## src/design/stbs_pkg.sv

```systemverilog
`default_nettype none

package stbs_pkg;

   localparam int TABLE_DEPTH_DEFAULT = 256;
   localparam int VALUE_W             = 32;
   localparam int INDEX_W             = 8;
   localparam int QUEUE_DEPTH         = 2;

   typedef enum logic [1:0] {
      CMD_CLEAR  = 2'd0,
      CMD_APPEND = 2'd1,
      CMD_SEARCH = 2'd2,
      CMD_NOP    = 2'd3
   } command_type;

   typedef enum logic [1:0] {
      STATUS_DONE      = 2'd0,
      STATUS_FOUND     = 2'd1,
      STATUS_NOT_FOUND = 2'd2,
      STATUS_FULL      = 2'd3
   } status_type;

   // decoded operation, one-hot
   typedef enum logic [3:0] {
      OP_CLEAR  = 4'b0001,
      OP_APPEND = 4'b0010,
      OP_SEARCH = 4'b0100,
      OP_NOP    = 4'b1000
   } op_type;

   typedef struct packed {
      op_type                     op;
      logic signed [VALUE_W-1:0] value;
   } item_type;

endpackage

`default_nettype wire

```

## src/design/stbs_queue.sv

```systemverilog
`default_nettype none

module stbs_queue (
   input  logic               clock,
   input  logic               reset,
   input  logic               push_valid,
   input  stbs_pkg::item_type push_item,
   output logic               full,
   input  logic               pop,
   output logic               pop_valid,
   output stbs_pkg::item_type pop_item
);

   localparam int Depth = stbs_pkg::QUEUE_DEPTH;
   localparam int PW    = (Depth > 1) ? $clog2(Depth) : 1;
   localparam int NW    = $clog2(Depth + 1);

   stbs_pkg::item_type entries_ff [Depth];
   logic [PW-1:0]      wr_ptr_ff, wr_ptr_in;
   logic [PW-1:0]      rd_ptr_ff, rd_ptr_in;
   logic [NW-1:0]      fill_ff, fill_in;
   logic               do_push, do_pop;

   assign full      = (fill_ff == NW'(Depth));
   assign pop_valid = (fill_ff != '0);
   assign pop_item  = entries_ff[rd_ptr_ff];
   assign do_push   = push_valid && !full;
   assign do_pop    = pop && pop_valid;

   always_comb begin
      wr_ptr_in = wr_ptr_ff;
      rd_ptr_in = rd_ptr_ff;
      fill_in   = fill_ff;
      if (do_push) begin
         wr_ptr_in = (wr_ptr_ff == PW'(Depth - 1)) ? '0 : wr_ptr_ff + 1'b1;
      end
      if (do_pop) begin
         rd_ptr_in = (rd_ptr_ff == PW'(Depth - 1)) ? '0 : rd_ptr_ff + 1'b1;
      end
      if (do_push && !do_pop) begin
         fill_in = fill_ff + 1'b1;
      end else if (do_pop && !do_push) begin
         fill_in = fill_ff - 1'b1;
      end
   end

   always_ff @(posedge clock) begin
      if (reset) begin
         wr_ptr_ff <= '0;
         rd_ptr_ff <= '0;
         fill_ff   <= '0;
      end else begin
         wr_ptr_ff <= wr_ptr_in;
         rd_ptr_ff <= rd_ptr_in;
         fill_ff   <= fill_in;
      end
   end

   always_ff @(posedge clock) begin
      if (do_push) begin
         entries_ff[wr_ptr_ff] <= push_item;
      end
   end

endmodule

`default_nettype wire

```

## config.mk

```make
export PLATFORM = sky130hd
export DESIGN_NAME = stbs_queue
export DESIGN_NICKNAME = d
export VERILOG_FILES = /design/src/design/stbs_pkg.sv /design/src/design/stbs_queue.sv
export SDC_FILE = /design/constraint.sdc
export NUM_CORES = 1
export LEC_CHECK = 0
export BUFFER_PORTS_ARGS = -buffer_cell sky130_fd_sc_hd__buf_2
export CAP_MARGIN = 30
export CORE_MARGIN = 3
export CORE_UTILIZATION = 30
export DETAILED_ROUTE_END_ITERATION = 10
export GPL_ROUTABILITY_DRIVEN = 0
export SYNTH_ARGS = -nofsm -noshare
export SYNTH_HDL_FRONTEND = slang
export SYNTH_SLANG_ARGS = --single-unit
```

## constraint.sdc

```tcl
create_clock -name clock -period 4.5 [get_ports clock]
set_clock_uncertainty 0.2 [all_clocks]
set_input_delay 0.45 -clock clock [delete_from_list [all_inputs] [get_ports clock]]
set_output_delay 0.45 -clock clock [all_outputs]
set_load 0.03 [all_outputs]
```

==> results of run 1 <==
==> power breakdown <==
part | internal (uW) | switching, uW | total, uW
Clock | 307 | 232 | 539
Combinational | 230 | 389 | 619
Sequential | 902 | 72.0 | 975
==> final cells by class <==
type | instances | area [um2] | area share
tap | 108 | 135.1 | 0.03835
clock buffer | 10 | 127.6 | 0.03622
clock inverter | 6 | 77.57 | 0.02202
timing repair buffer | 78 | 392.9 | 0.1115
inverter | 2 | 7.507 | 0.002131
sequential | 77 | 2263 | 0.6424
multi-input combinational | 54 | 519.2 | 0.1474
==> flip-flops by register name, summed over array words and instances (netlist names), named ones only <==
name        cells
entries_ff     72
rd_ptr_ff       1
wr_ptr_ff       1
fill_ff         2
==> final timing paths <==
kind / cells past startpoint / start / to / slack, ps
max: 2 / flip-flop / pop_item[29] / 1980
min: 1 / push_item[34] / entries_ff[1][34] / 100
max reg2reg: 4 / fill_ff[1] / entries_ff[0][25] / 2160
min reg2reg: 2 / wr_ptr_ff / wr_ptr_ff / 290
==> routing by layer <==
layer | global-route usage | vias up | wire length (um)
met5 | 0 | - | 0
met4 | 0.04781 | 0 | 80
met3 | 0.04736 | 9 | 373
met2 | 0.1509 | 56 | 2413
met1 | 0.1030 | 704 | 1997
li1 | - | 700 | -
==> worst max-delay path, stage by stage, from the launching register on <==
cell and delay (ps):
dfxtp_2 920, mux2_2 430, buf_2 180
==> layout by cell type (no fill, tap or decap) <==
cell type  instances
clkinv_1           2
edfxtp_1          72
xor2_1             3
dfxtp_2            1
dfxtp_1            4
buf_2             77
ha_1               1
clkbuf_1           1
bufinv_16          2
inv_1              2
nor2b_2            1
o21ai_0            3
or3_1              2
nor2_1             4
clkbuf_8           9
clkinv_2           2
or2_2              1
a21oi_1            2
buf_4              1
mux2_2            36
and2_2             1
==> metrics by stage <==
step,hold slack [ps],cell area (um2)
2_1_floorplan,251.6,2815
3_3_place_gp,279.1,3318
3_5_place_dp,279.1,3318
4_1_cts,72.21,3523
5_1_grt,56.56,3523
6_report,97.39,3523
==> kinds of logic after synthesis <==
kind of cell / Yosys count / synth area share
xor+xnor: 3 / 0.009335
buf+inv: 6 / 0.01244
simple gates: 9 / 0.01733
fa+ha+maj: 1 / 0.004444
mux: 36 / 0.1440
flops: 77 / 0.8036
compound gates: 5 / 0.008887
==> run metrics, run 1 <==
post-cts hold buffer count 0; Syn Inst Count 137; Starting Density 0.3151; DR iter-0 viols 33; fin crit share 0.5600; DR DRC count 0; first-pass GRT wire length 7.141 mm; Slew HR 0.3863; unrepaired setup endpoints after global routing false; FP Rows 34; layout cell share with drive strength beyond 1 0.5771; ranking of synthesized cells by area edfxtp_1, mux2_2, dfxtp_1, xor2_1, buf_4; Syn Area/Cell 20.55 um2; highest clock rate 396.8 MHz; Synth Cell Area 0.002815 mm2; outcome complete, no violations; crit-path max FO 36; Die W 102.9 um; Critical Path AT 1870 ps; CTS tree done; final non-filler cell total 335; Pre-antenna DRT Iters 4; Layout Area Growth over Synthesis 25.16%; Sum Neg Setup Slack 0 ps; Max Cap Viol 0; Post-synth EDFFs 72; Final Max Slew Viols 0; Clock Sinks 77; Peak VDD IR 184.3 uV; dpl cells 319; DP Worst Slack 2006 ps; Yosys cell types 15; n_diodes 0; Hold Fails Final Rpt 0; endpoints failing setup 0; Leak Pwr 0.001323 uW; worst-margin pin slew 920.5 ps; CP endpoint kind output port; NumNets Final 263; Root Buffer clkbuf_8; power per cell area 605.2 mW/mm2; Port Buffers 77; filler instances 854; largest area contributor in the netlist edfxtp_1; CORE AREA 0.008934 mm2; grt ovf 0; final core utilization 0.3944; Setup crit start kind flip-flop; fin worst setup slack 1980 ps; sequential fraction of the synthesis area 0.8036; most frequent cells after synthesis edfxtp_1, mux2_2, dfxtp_1; Synth Register Bits 77; minimum clock period 2520 ps; worst-skew pair later-pin latency 340 ps; H-tree levels 3; clk buf depth 2; via count 1469; async set-reset flop share out of synthesis 0; post-cts resize count 0; WS Path Type reg2out; total track usage 0.09405; syn nets 178; Tot Pwr 2132 uW; drt total wl 4.865 mm; postcts setup bufs 0; Clock transition at path regs 80 ps; DR vias/cell 4.385; yosys warns 0; Die ar. 0.01058 mm2; die height 102.9 um; antenna violations before repair 0; pin count of the biggest net entering global routing 37; WL/cell 14.52 um; top-count cell post-synth edfxtp_1; # IOs 78; Hold Crit Class in2reg; dominant synthesized flop cell edfxtp_1; post-route ant nets 0; Critical Path RT 3850 ps; Yosys top cell area share 0.7680; vias in the first global route 1488; CTS buffer count 9; post-DP HPWL 3.155 mm
No activity file was read; power rests on OpenSTA's default activity.
==> inputs of run 2 (changes only) <==
- clock period: 4.5 -> 2.2 ns (I/O delays scaled with it)
==> run 2 against run 1 <==
Against the previous run: critical path depth rose by 1; largest cell class unchanged; die area did not move; clock power rose by 87%; largest power group unchanged; critical endpoint is now pop_item[3]; global-route usage rose by 0.60 points.
==> run metrics, run 2 (synthesis gave the netlist of run 1 again) <==
WL/cell 13.42 um (-7.6%); Hold Fails Final Rpt 0 (unchanged); via count 1605 (+9.3%); post-cts resize count 0 (unchanged); FP Rows 34 (unchanged); Port Buffers 77 (unchanged); worst-skew pair later-pin latency 340 ps (about the same); fin worst setup slack 173.0 ps (-1807 ps); drt total wl 5.033 mm (+3.5%); Leak Pwr 0.001476 uW (+12%); DR iter-0 viols 43 (+30%); Slew HR 0.7713 (+0.3849); Sum Neg Setup Slack 0 ps (unchanged); Peak VDD IR 578.2 uV (+210%); die height 102.9 um (unchanged); Pre-antenna DRT Iters 4 (unchanged); H-tree levels 3 (unchanged); power per cell area 1113 mW/mm2 (+84%); Max Cap Viol 0 (unchanged); Critical Path AT 1610 ps (-260 ps); DP Worst Slack 445.1 ps (-1561 ps); CTS tree done; unrepaired setup endpoints after global routing false; antenna violations before repair 0 (unchanged); first-pass GRT wire length 7.893 mm (+11%); vias in the first global route 1683 (+13%); filler instances 822 (-3.7%); minimum clock period 2027 ps; layout cell share with drive strength beyond 1 0.5056 (-0.07147); Reg with most FFs entries_ff; worst-margin pin slew 339.5 ps (-581.0 ps); DR vias/cell 4.280 (-2.4%); total track usage 0.1001 (+0.006032); post-route cell area 0.003928 mm2 (+11%); FF-to-FF path depth 4 (unchanged); highest clock rate 493.3 MHz; commonest non-fill, non-tap cell in the layout buf_2; fin crit share 0.9214; largest registers entries_ff x72, fill_ff x2; CP endpoint kind output port; Largest register FFs 72 (unchanged); crit-path max FO 28 (-22%); Tot Pwr 4370 uW (+100%); Reg2Reg Setup Slack 450 ps (-1710 ps); # IOs 78 (unchanged); Root Buffer clkbuf_8; Post-DP Area 0.003366 mm2 (+1.4%); Clock Sinks 77 (unchanged); grt ovf 0 (unchanged); Die W 102.9 um (unchanged); post-DP HPWL 3.240 mm (+2.7%); clk buf depth 2 (unchanged); Die ar. 0.01058 mm2 (unchanged); Layout Area Growth over Synthesis 39.51%; endpoints failing setup 0 (unchanged); DR DRC count 0 (unchanged); hold path depth 4 (+3); commonest non-fill, non-tap cells in the layout buf_2, edfxtp_1, dlygate4sd3_1; n_diodes 0 (unchanged); NumNets Final 303 (+15%); CTS buffer count 9 (unchanged); Critical Path RT 1780 ps (-2070 ps); Final Max Slew Viols 0 (unchanged); Starting Density 0.3151 (unchanged); Hold Crit Class in2reg; postcts setup bufs 0 (unchanged); Clock transition at path regs 70 ps (about the same); pin count of the biggest net entering global routing 29 (-22%); post-route ant nets 0 (unchanged); WS Path Type reg2out; Setup crit start kind flip-flop; CORE AREA 0.008934 mm2 (unchanged); outcome complete, no violations
==> run 2: changes by cell type in the layout (fill, tap and decap cells not counted), sizes merged <==
cell and change:
buf +3, bufinv -1, clkinv -3, clkinvlp +4, dlygate4sd3 +37
==> run 2: path summary, 6_finish.rpt <==
check                      to  startpoint
hold / removal      wr_ptr_ff  push_valid
setup reg to reg   fill_ff[1]  fill_ff[0]
hold reg to reg     wr_ptr_ff   wr_ptr_ff
setup / recovery  pop_item[3]   flip-flop
==> run 2: metrics by stage <==
step,util,hold WS [ps],instances
after global routing,0.4396,121.8,375
after detailed placement,0.3768,211.1,322
after global placement,0.3768,208.4,322
after CTS,0.4396,46.44,375
after floorplan,-,89.07,137
final,0.4396,71.57,375
==> run 2: area by class of cell <==
class	instances	area, um2	share of cell area
repair buffers	118	810.8	0.2064
clock inverters	6	63.81	0.01625
inverters	2	7.507	0.001911
flip-flops and latches	77	2263	0.5763
well taps	108	135.1	0.03441
clock buffers	10	127.6	0.03249
multi-input cells	54	519.2	0.1322
==> run 2: routing by layer <==
layer / track usage / part of all wire
met4: 0.05080 / 0.014
met1: 0.1170 / 0.43
met5: 0 / 0
met2: 0.1658 / 0.50
met3: 0.03180 / 0.060
==> run 2: power by group <==
| part | switching, uW | total, uW | internal [uW] | leakage [uW] |
|---|---|---|---|---|
| clock network | 491 | 1010 | 520 | 0.0000822 |
| registers | 81.2 | 1920 | 1840 | 0.000714 |
| logic | 884 | 1430 | 551 | 0.000680 |
| total | 1460 | 4370 | 2910 | 0.00148 |
==> run 2: critical path, cell delays in order (launching register included) <==
cell and delay [ps]:
dfxtp_2 470, buf_12 240, mux2_2 360, buf_2 180
==> run 2: timing repair <==
item / in CTS / in global routing
hold buffers: 37 / 0
endpoints found under the hold margin: 77 / 0
endpoints found under the setup margin: 0 / 0
